<file path="src/hdl/pli_pkg.sv">
package pli_pkg;

    localparam int POINTS_DEF = 16;
    localparam int Q_DEPTH    = 2;
    localparam int Q_AW       = 1;

    typedef enum logic [1:0] {
        K_LOAD,
        K_EVAL,
        K_DROP
    } t_kind;

    typedef struct packed {
        t_kind       kind;
        logic [3:0]  idx;
        logic [31:0] a;
        logic [31:0] b;
    } t_item;

    typedef struct packed {
        logic        start;
        logic [32:0] mag;
        logic [31:0] dt;
        logic [31:0] dx;
    } t_div_req;

    typedef struct packed {
        logic        done;
        logic [32:0] quo;
    } t_div_rsp;

    typedef enum logic [1:0] {
        D_IDLE,
        D_MUL,
        D_DIV
    } t_dstate;

    typedef enum logic [1:0] {
        B_IDLE,
        B_START,
        B_SCAN,
        B_WAIT
    } t_bstate;

endpackage

</file>
<file path="src/hdl/pli_ram.sv">
module pli_ram #(
    parameter int WIDTH = 64,
    parameter int DEPTH = 16
) (
    input  logic                     i_clk,
    input  logic                     i_we,
    input  logic [$clog2(DEPTH)-1:0] i_waddr,
    input  logic [WIDTH-1:0]         i_wdata,
    input  logic [$clog2(DEPTH)-1:0] i_raddr,
    output logic [WIDTH-1:0]         o_rdata
);

    logic [WIDTH-1:0] r_mem [DEPTH];
    logic [WIDTH-1:0] r_rdata;

    always_ff @(posedge i_clk) begin
        if (i_we) begin
            r_mem[i_waddr] <= i_wdata;
        end
        r_rdata <= r_mem[i_raddr];
    end

    assign o_rdata = r_rdata;

endmodule

</file>
<file path="src/hdl/pli_div.sv">
module pli_div
    import pli_pkg::*;
(
    input  logic     i_clk,
    input  logic     i_rst_n,
    input  t_div_req i_req,
    output t_div_rsp o_rsp
);

    t_dstate     r_state, n_state;
    logic [5:0]  r_cnt, n_cnt;
    logic [63:0] r_acc, n_acc;
    logic [63:0] r_mcand, n_mcand;
    logic [31:0] r_mplier, n_mplier;
    logic [31:0] r_dx, n_dx;
    logic [31:0] r_rem, n_rem;
    logic [32:0] r_low, n_low;
    logic [32:0] r_quo, n_quo;
    logic        r_done, n_done;
    logic [63:0] w_acc;
    logic [33:0] w_trial;

    always_ff @(posedge i_clk) begin
        if (!i_rst_n) begin
            r_state <= D_IDLE;
            r_done  <= 1'b0;
        end else begin
            r_state <= n_state;
            r_done  <= n_done;
        end
        r_cnt    <= n_cnt;
        r_acc    <= n_acc;
        r_mcand  <= n_mcand;
        r_mplier <= n_mplier;
        r_dx     <= n_dx;
        r_rem    <= n_rem;
        r_low    <= n_low;
        r_quo    <= n_quo;
    end

    always_comb begin
        n_state  = r_state;
        n_cnt    = r_cnt;
        n_acc    = r_acc;
        n_mcand  = r_mcand;
        n_mplier = r_mplier;
        n_dx     = r_dx;
        n_rem    = r_rem;
        n_low    = r_low;
        n_quo    = r_quo;
        n_done   = 1'b0;
        w_acc    = r_mplier[0] ? r_acc + r_mcand : r_acc;
        w_trial  = {1'b0, r_rem, r_low[32]} - {2'b00, r_dx};
        case (r_state)
            D_IDLE: begin
                if (i_req.start) begin
                    n_acc    = '0;
                    n_mcand  = {31'b0, i_req.mag};
                    n_mplier = i_req.dt;
                    n_dx     = i_req.dx;
                    n_cnt    = '0;
                    n_state  = D_MUL;
                end
            end
            D_MUL: begin
                n_acc    = w_acc;
                n_mcand  = {r_mcand[62:0], 1'b0};
                n_mplier = {1'b0, r_mplier[31:1]};
                n_cnt    = r_cnt + 6'd1;
                if (r_cnt == 6'd31) begin
                    // quotient fits 33 bits, so the top of the product is below dx
                    n_rem   = {1'b0, w_acc[63:33]};
                    n_low   = w_acc[32:0];
                    n_cnt   = '0;
                    n_state = D_DIV;
                end
            end
            D_DIV: begin
                n_low = {r_low[31:0], 1'b0};
                if (!w_trial[33]) begin
                    n_rem = w_trial[31:0];
                    n_quo = {r_quo[31:0], 1'b1};
                end else begin
                    n_rem = {r_rem[30:0], r_low[32]};
                    n_quo = {r_quo[31:0], 1'b0};
                end
                n_cnt = r_cnt + 6'd1;
                if (r_cnt == 6'd32) begin
                    n_done  = 1'b1;
                    n_state = D_IDLE;
                end
            end
            default: begin
                n_state = D_IDLE;
            end
        endcase
    end

    assign o_rsp.done = r_done;
    assign o_rsp.quo  = r_quo;

endmodule

</file>
<file path="src/hdl/pli_front.sv">
module pli_front
    import pli_pkg::*;
#(
    parameter int MAX_POINTS = POINTS_DEF
) (
    input  logic        i_clk,
    input  logic        i_rst_n,
    input  logic        i_in_valid,
    output logic        o_in_ready,
    input  logic        i_req_type,
    input  logic [3:0]  i_point_index,
    input  logic [31:0] i_point_time,
    input  logic [31:0] i_point_value,
    input  logic [31:0] i_eval_time,
    output logic        o_item_valid,
    output t_item       o_item,
    input  logic        i_pop
);

    t_item            r_mem [Q_DEPTH];
    logic [Q_AW-1:0]  r_wp, r_rp;
    logic [Q_AW:0]    r_cnt;
    t_item            w_item;
    logic             w_push;

    always_comb begin
        w_item.idx = i_point_index;
        w_item.b   = i_point_value;
        if (i_req_type) begin
            w_item.kind = K_EVAL;
            w_item.a    = i_eval_time;
        end else begin
            // drop loads aimed past the table
            w_item.kind = (32'(i_point_index) < 32'(MAX_POINTS)) ? K_LOAD : K_DROP;
            w_item.a    = i_point_time;
        end
    end

    assign o_in_ready   = (r_cnt != (Q_AW+1)'(Q_DEPTH));
    assign w_push       = i_in_valid && o_in_ready && (w_item.kind != K_DROP);
    assign o_item_valid = (r_cnt != '0);
    assign o_item       = r_mem[r_rp];

    always_ff @(posedge i_clk) begin
        if (!i_rst_n) begin
            r_wp  <= '0;
            r_rp  <= '0;
            r_cnt <= '0;
        end else begin
            if (w_push) begin
                r_wp <= r_wp + 1'b1;
            end
            if (i_pop) begin
                r_rp <= r_rp + 1'b1;
            end
            r_cnt <= r_cnt + (Q_AW+1)'(w_push) - (Q_AW+1)'(i_pop);
        end
        if (w_push) begin
            r_mem[r_wp] <= w_item;
        end
    end

endmodule

</file>
<file path="src/hdl/pli_back.sv">
module pli_back
    import pli_pkg::*;
#(
    parameter int MAX_POINTS = POINTS_DEF
) (
    input  logic               i_clk,
    input  logic               i_rst_n,
    input  logic [4:0]         i_point_count,
    input  logic               i_item_valid,
    input  t_item              i_item,
    output logic               o_pop,
    output logic               o_out_valid,
    input  logic               i_out_ready,
    output logic signed [31:0] o_value,
    output logic signed [31:0] o_next_break_time,
    output logic               o_next_break_valid
);

    localparam int IW = $clog2(MAX_POINTS);
    localparam int CW = $clog2(MAX_POINTS + 1);

    t_bstate             r_state, n_state;
    logic [IW-1:0]       r_idx, n_idx;
    logic [31:0]         r_t, n_t;
    logic [31:0]         r_pt, n_pt;
    logic [31:0]         r_pv, n_pv;
    logic                r_neg, n_neg;
    logic                r_ov, n_ov;
    logic [31:0]         r_oval, n_oval;
    logic [31:0]         r_onbt, n_onbt;
    logic                r_onbv, n_onbv;

    logic [CW-1:0]       w_n;
    logic                w_we;
    logic [IW-1:0]       w_raddr;
    logic [63:0]         w_rdata;
    logic signed [31:0]  w_rt, w_rv;
    logic signed [32:0]  w_dy, w_dt, w_dx;
    logic signed [34:0]  w_sum;
    t_div_req            w_dreq;
    t_div_rsp            w_drsp;

    assign w_n = (32'(i_point_count) > 32'(MAX_POINTS)) ? CW'(MAX_POINTS)
                                                        : CW'(i_point_count);
    assign w_rt = w_rdata[63:32];
    assign w_rv = w_rdata[31:0];
    assign w_dy = {w_rv[31], w_rv} - {r_pv[31], r_pv};
    assign w_dt = {r_t[31], r_t} - {r_pt[31], r_pt};
    assign w_dx = {w_rt[31], w_rt} - {r_pt[31], r_pt};
    assign w_raddr = (r_state == B_START) ? '0 : IW'(32'(r_idx) + 32'd1);

    pli_ram #(
        .WIDTH (64),
        .DEPTH (MAX_POINTS)
    ) u_ram (
        .i_clk   (i_clk),
        .i_we    (w_we),
        .i_waddr (IW'(i_item.idx)),
        .i_wdata ({i_item.a, i_item.b}),
        .i_raddr (w_raddr),
        .o_rdata (w_rdata)
    );

    pli_div u_div (
        .i_clk   (i_clk),
        .i_rst_n (i_rst_n),
        .i_req   (w_dreq),
        .o_rsp   (w_drsp)
    );

    always_ff @(posedge i_clk) begin
        if (!i_rst_n) begin
            r_state <= B_IDLE;
            r_ov    <= 1'b0;
        end else begin
            r_state <= n_state;
            r_ov    <= n_ov;
        end
        r_idx  <= n_idx;
        r_t    <= n_t;
        r_pt   <= n_pt;
        r_pv   <= n_pv;
        r_neg  <= n_neg;
        r_oval <= n_oval;
        r_onbt <= n_onbt;
        r_onbv <= n_onbv;
    end

    always_comb begin
        n_state = r_state;
        n_idx   = r_idx;
        n_t     = r_t;
        n_pt    = r_pt;
        n_pv    = r_pv;
        n_neg   = r_neg;
        n_ov    = r_ov && !i_out_ready;
        n_oval  = r_oval;
        n_onbt  = r_onbt;
        n_onbv  = r_onbv;
        o_pop   = 1'b0;
        w_we    = 1'b0;
        w_dreq  = '0;
        w_sum   = r_neg ? {{3{r_pv[31]}}, r_pv} - {2'b00, w_drsp.quo}
                        : {{3{r_pv[31]}}, r_pv} + {2'b00, w_drsp.quo};
        case (r_state)
            B_IDLE: begin
                if (i_item_valid) begin
                    case (i_item.kind)
                        K_LOAD: begin
                            o_pop = 1'b1;
                            w_we  = 1'b1;
                        end
                        K_EVAL: begin
                            // hold the eval until the output word is free
                            if (!r_ov) begin
                                o_pop = 1'b1;
                                n_t   = i_item.a;
                                if (w_n == '0) begin
                                    n_ov   = 1'b1;
                                    n_oval = '0;
                                    n_onbt = '0;
                                    n_onbv = 1'b0;
                                end else begin
                                    n_idx   = '0;
                                    n_state = B_START;
                                end
                            end
                        end
                        default: begin
                            o_pop = 1'b1;
                        end
                    endcase
                end
            end
            B_START: begin
                n_state = B_SCAN;
            end
            B_SCAN: begin
                if (w_rt > $signed(r_t)) begin
                    n_onbt = w_rt;
                    n_onbv = 1'b1;
                    if (r_idx == '0) begin
                        n_ov    = 1'b1;
                        n_oval  = w_rv;
                        n_state = B_IDLE;
                    end else begin
                        w_dreq.start = 1'b1;
                        w_dreq.mag   = w_dy[32] ? 33'(-w_dy) : 33'(w_dy);
                        w_dreq.dt    = w_dt[31:0];
                        w_dreq.dx    = w_dx[31:0];
                        n_neg        = w_dy[32];
                        n_state      = B_WAIT;
                    end
                end else begin
                    n_pt = w_rt;
                    n_pv = w_rv;
                    if (32'(r_idx) + 32'd1 == 32'(w_n)) begin
                        // past the end: last value, no next break
                        n_ov    = 1'b1;
                        n_oval  = w_rv;
                        n_onbt  = '0;
                        n_onbv  = 1'b0;
                        n_state = B_IDLE;
                    end else begin
                        n_idx = r_idx + 1'b1;
                    end
                end
            end
            B_WAIT: begin
                if (w_drsp.done) begin
                    n_ov    = 1'b1;
                    n_state = B_IDLE;
                    if (w_sum > 35'sd2147483647) begin
                        n_oval = 32'h7fffffff;
                    end else if (w_sum < -35'sd2147483648) begin
                        n_oval = 32'h80000000;
                    end else begin
                        n_oval = w_sum[31:0];
                    end
                end
            end
            default: begin
                n_state = B_IDLE;
            end
        endcase
    end

    assign o_out_valid        = r_ov;
    assign o_value            = r_oval;
    assign o_next_break_time  = r_onbt;
    assign o_next_break_valid = r_onbv;

endmodule

</file>
<file path="src/hdl/piecewise_linear_interpolator.sv">
// Load word: queued, then written to the table when the back end pops it.
// Eval word: the scan reads one table slot a cycle until it stops; when it
// interpolates, a serial multiply and a restoring divide follow, and the
// quotient is handed back. Throughput: one eval at a time in the scan loop;
// loads drain at one per cycle while the back end is idle.
// Reset (synchronous, active low) clears point_count, the queue, the state
// machines and out_valid; table contents stay undefined until loaded.
module piecewise_linear_interpolator
    import pli_pkg::*;
#(
    parameter int MAX_POINTS = POINTS_DEF
) (
    input  logic               i_clk,
    input  logic               i_rst_n,
    input  logic               i_cfg_we,
    input  logic [4:0]         i_cfg_data,
    input  logic               i_in_valid,
    output logic               o_in_ready,
    input  logic               i_req_type,
    input  logic [3:0]         i_point_index,
    input  logic signed [31:0] i_point_time,
    input  logic signed [31:0] i_point_value,
    input  logic signed [31:0] i_eval_time,
    output logic               o_out_valid,
    input  logic               i_out_ready,
    output logic signed [31:0] o_value,
    output logic signed [31:0] o_next_break_time,
    output logic               o_next_break_valid
);

    logic [4:0] r_point_count;
    logic       w_item_valid;
    t_item      w_item;
    logic       w_pop;

    always_ff @(posedge i_clk) begin
        if (!i_rst_n) begin
            r_point_count <= '0;
        end else if (i_cfg_we) begin
            r_point_count <= i_cfg_data;
        end
    end

    pli_front #(
        .MAX_POINTS (MAX_POINTS)
    ) u_front (
        .i_clk         (i_clk),
        .i_rst_n       (i_rst_n),
        .i_in_valid    (i_in_valid),
        .o_in_ready    (o_in_ready),
        .i_req_type    (i_req_type),
        .i_point_index (i_point_index),
        .i_point_time  (i_point_time),
        .i_point_value (i_point_value),
        .i_eval_time   (i_eval_time),
        .o_item_valid  (w_item_valid),
        .o_item        (w_item),
        .i_pop         (w_pop)
    );

    pli_back #(
        .MAX_POINTS (MAX_POINTS)
    ) u_back (
        .i_clk              (i_clk),
        .i_rst_n            (i_rst_n),
        .i_point_count      (r_point_count),
        .i_item_valid       (w_item_valid),
        .i_item             (w_item),
        .o_pop              (w_pop),
        .o_out_valid        (o_out_valid),
        .i_out_ready        (i_out_ready),
        .o_value            (o_value),
        .o_next_break_time  (o_next_break_time),
        .o_next_break_valid (o_next_break_valid)
    );

`ifndef SYNTHESIS
    a_inf_time_zero: assert property (@(posedge i_clk) disable iff (!i_rst_n)
        (o_out_valid && !o_next_break_valid) |-> (o_next_break_time == 32'sd0))
        else $error("next break time not zero for infinity");

    a_empty_zero: assert property (@(posedge i_clk) disable iff (!i_rst_n)
        (o_out_valid && (r_point_count == 5'd0))
            |-> ((o_value == 32'sd0) && !o_next_break_valid))
        else $error("empty table gave nonzero result");

    a_pop_has_item: assert property (@(posedge i_clk) disable iff (!i_rst_n)
        w_pop |-> w_item_valid)
        else $error("pop from empty queue");
`endif

endmodule
</file>
<file path="config.mk">
export PLATFORM = sky130hd
export DESIGN_NAME = piecewise_linear_interpolator
export DESIGN_NICKNAME = d
export VERILOG_FILES = /design/src/hdl/pli_pkg.sv /design/src/hdl/pli_ram.sv /design/src/hdl/pli_div.sv /design/src/hdl/pli_front.sv /design/src/hdl/pli_back.sv /design/src/hdl/piecewise_linear_interpolator.sv
export SDC_FILE = /design/constraint.sdc
export NUM_CORES = 2
export LEC_CHECK = 0
export BUFFER_PORTS_ARGS = -buffer_cell sky130_fd_sc_hd__buf_2
export CAP_MARGIN = 20
export CORE_ASPECT_RATIO = 1.4
export CORE_MARGIN = 2
export CORE_UTILIZATION = 35
export DETAILED_ROUTE_END_ITERATION = 8
export SLEW_MARGIN = 20
export SYNTH_ARGS = -nofsm -noshare
export SYNTH_HDL_FRONTEND = slang
export SYNTH_SLANG_ARGS = --single-unit
</file>
<file path="constraint.sdc">
create_clock -name i_clk -period 11.53 [get_ports i_clk]
set_input_delay 0 -clock i_clk [delete_from_list [all_inputs] [get_ports i_clk]]
set_output_delay 0 -clock i_clk [all_outputs]
set_load 0.02 [all_outputs]
</file>
==> impl_metrics.toml <==
[timing]
slew_headroom_pct = 23.13
hold_viol = 0
skew_ps = 77.03
setup_violations = 0
post-route-min-period_ps = 6137
setup_tns_ps = 0
tightest_slew_ps = 1151
setup_slack_ps = 5393
max_freq_mhz = 162.9
rsz0062_at_grt = "false"
drv_slew = 0
whs_ps = 71.74
post-route-period-util_pct = 53.23

[floorplan]
io_pins = 178
chipWidth_um = 403.2
dieArea_um2 = 226900
core_um2 = 222400
start_util_pct = 35.11
rows = 205
die_h_um = 562.8

[outcome]
outcome = "finished, final reports clean"

[clock_network]
htree_levels = 4
cts_root_buf = "clkbuf_16"
clk_latency_ps = 820
clock_path_buffers = 4
clock-sinks = 1704
cts_tree = "yes"
clk_pin_slew_ps = 60
numCtsBuffers = 170

[setup_path]
critPathRequiredTime_ps = 12170
crit_family = "simple AND/OR/NAND/NOR gates"
cpMostUsedCell = "nor3_1"
cpMaxStageDelayCell = "nor3_1"
cp_max_fo = 25
crit_arrival_ps = 6780
worst-path-buf-inv = 0
end_kind = "flop"
cpPeakStageDelay_ps = 720
path_class = "reg2reg"
start_kind = "flop"
crit_chain = "or4_1 > nor3_1 > and3_1 > nand2_1 > nor3b_1 > nor2_1 > xnor2_1 > ha_1 > nand4_1 > or2_2 > nor3_1 > a211o_1 > xor2_1 > a311o_2 > nor2b_4 > a221o_1"

[power_and_ir_drop]
p_per_area_nw_per_um2 = 241.2
p_leak_nw = 31.30
switching_share_pct = 36.62
combPwrFrac_pct = 35.6
internal_power_mw = 13.69
p_sw_mw = 7.910
sequentialPowerShare_pct = 38.4
peakVddDrop_v = 0.0003062
clock_power_share_pct = 26.0

[layout]
drive_above_1_share_pct = 10.30
area_delta_synth_final_pct = 14.70
multiInputGateArea_um2 = 25960
num-nets-final = 6819
fillers = 20568
ff_latch_area_um2 = 50370
finalCoreUtilization_pct = 40.27

[drt]
final_antenna_net_count = 0
vias = 51482
wire_per_inst_um = 22.08
drtPass1Iterations = 5
wl_mm = 209.0
drcViolationCount = 0
drt_iter0_markers = 4035
via_per_inst = 5.440

[yosys]
synth_nets = 6537
syn_area_um2 = 78070
synthFlopType = "edfxtp_1"
ys_seq_area_share_pct = 64.51
synth_area_leaders = "edfxtp_1 (62%), ha_1 (4.3%), nand2_1 (3.7%)"
synth_seq_cells = 1704
yosysTopAreaCell = "edfxtp_1"
synth_edf_count = 1624
ys.warnings.count = 0
yosysTopAreaCellShare_pct = 62.46
syn-instance-count = 6153
syn_avg_cell_area_um2 = 12.69
async_flop_share_pct = 0
synthDistinctLibCells = 90

[grt]
grt_max_degree = 154
grt_pass1_wl_mm = 313.5
grt.overflow.total = 0
grt_pass1_vias = 51914
track_usage_pct = 17.87
grt_antenna_before_repair = 22

[hold_path]
hp-class = "in2reg"

[place]
portBuffers = 177
post-dp-hpwl_mm = 128.0
dp_worst_setup_slack_ps = 5434
place_congestion = 0.9151

[job]
cap_viol_max_count = 0
==> final timing paths <==
kind | from | end | slack [ps] | depth (start not counted)
hold / removal | i_point_time[11] | u_front.r_mem[0][43]$_DFFE_PP_ | 70 | 3
hold reg to reg | u_back.u_ram.o_rdata[32]$_DFF_P_ | u_back.r_pt[0]$_DFFE_PP_ | 490 | 0
setup reg to reg | u_back.u_div.r_quo[0]$_DFFE_PP_ | u_back.o_value[24]$_DFFE_PP_ | 5390 | 16
setup / recovery | u_back.u_div.r_quo[0]$_DFFE_PP_ | u_back.o_value[24]$_DFFE_PP_ | 5390 | 16
==> routing by layer <==
| metal | vias up | routed length (um) | track usage, % |
|---|---|---|---|
| li1 | 24007 | - | - |
| met1 | 25489 | 86390 | 22.55 |
| met2 | 1597 | 104300 | 31.60 |
| met3 | 387 | 11230 | 1.916 |
| met4 | 2 | 7057 | 6.433 |
| met5 | - | 13 | 0 |
==> cell families (layout without fill, tap and decap cells) <==
family | count (synthesis) | count (layout) | share of synthesized area, %
and+or+nand+nor | 1522 | 1522 | 8.901
adders and majority gates | 273 | 273 | 4.433
buffers and inverters | 530 | 941 | 2.590
AOI/OAI and AO/OA | 1689 | 1689 | 14.21
other | 0 | 2 | 0
muxes | 189 | 189 | 2.598
DFF | 1704 | 1704 | 64.51
xor gates and xnor gates | 246 | 246 | 2.760
==> cell usage in the layout, fill, tap and decap left out, types with 33 or more instances in the layout <==
| cell type | count |
|---|---|
| edfxtp_1 | 1624 |
| nand2_1 | 768 |
| a21oi_1 | 404 |
| ha_1 | 265 |
| o22ai_1 | 260 |
| nor2_1 | 242 |
| inv_1 | 215 |
| o21ai_0 | 195 |
| buf_2 | 177 |
| clkbuf_16 | 175 |
| dlygate4sd3_1 | 170 |
| xnor2_1 | 161 |
| a31oi_1 | 160 |
| a21o_1 | 132 |
| a311oi_1 | 130 |
| mux2_2 | 108 |
| nor2b_1 | 97 |
| a211oi_1 | 92 |
| and2_1 | 91 |
| xor2_1 | 85 |
| mux2i_1 | 80 |
| dfxtp_1 | 79 |
| buf_4 | 67 |
| nor3_1 | 51 |
| nand3_1 | 47 |
| nand4_1 | 43 |
| o21a_1 | 40 |
| nand2b_1 | 38 |
| o21bai_1 | 36 |
| o31ai_1 | 35 |
| clkbuf_1 | 33 |
==> state kept, by name, indices dropped and copies added, names as in the netlist, 33 cells and up, named ones only <==
name / cells
u_back.u_ram.r_mem: 1024
u_front.r_mem: 138
u_back.u_div.r_acc: 64
u_back.u_div.r_mcand: 64
u_back.u_ram.o_rdata: 64
u_back.u_div.r_low: 33
u_back.u_div.r_quo: 33
==> Yosys cell counts (all sizes together), types with 38 or more instances <==
master,count
inv,217
nand3,47
mux2,109
edfxtp,1624
a211oi,93
dfxtp,80
xnor2,161
and2,91
nor2b,99
a21oi,405
ha,267
nand4,44
mux2i,80
o22ai,260
xor2,85
a21o,132
a31oi,160
clkbuf,284
nand2,771
nor3,53
o21a,40
nor2,266
a311oi,130
o21ai,203
nand2b,38
==> tightest hold or removal path, delay by kind of cell <==
kind / cells / cell delay [ps]
multiplexers: 1 / 130
buffers and inverters: 2 / 630
==> final cells by class <==
cell class              count  share of cell area, %
clock buffers             214                  5.121
inverters                 218                 0.9138
multi-input cells        3919                  28.99
well taps                2898                  4.049
diodes                      2               0.005589
flip-flops and latches   1704                  56.25
repair buffers            422                  3.624
clock inverters            87                  1.051
==> per-stage QoR <==
step           instance area (um^2)  power (mW)  instances
2_1_floorplan                 78070       13.54       6153
3_3_place_gp                  82300       15.93       8990
3_5_place_dp                  82320       16.04       8991
4_1_cts                       89540       21.72       9462
5_1_grt                       89550       22.72       9463
6_report                      89550       21.60       9464
==> power groups by stage <==
stage / registers (mW) / logic, mW / clock network, mW
floorplan: 8.25 / 5.29 / 0
global placement: 8.42 / 7.51 / 0
detailed placement: 8.44 / 7.61 / 0
CTS: 8.31 / 7.69 / 5.72
global route: 8.36 / 8.42 / 5.94
finish: 8.30 / 7.68 / 5.61
==> repair_timing <==
item                                   CTS  global route
hold buffers                           170             0
gates resized for setup                  0             0
endpoints found under the hold margin  212             0
setup buffers                            0             0
No activity file was read; power rests on OpenSTA's default activity.
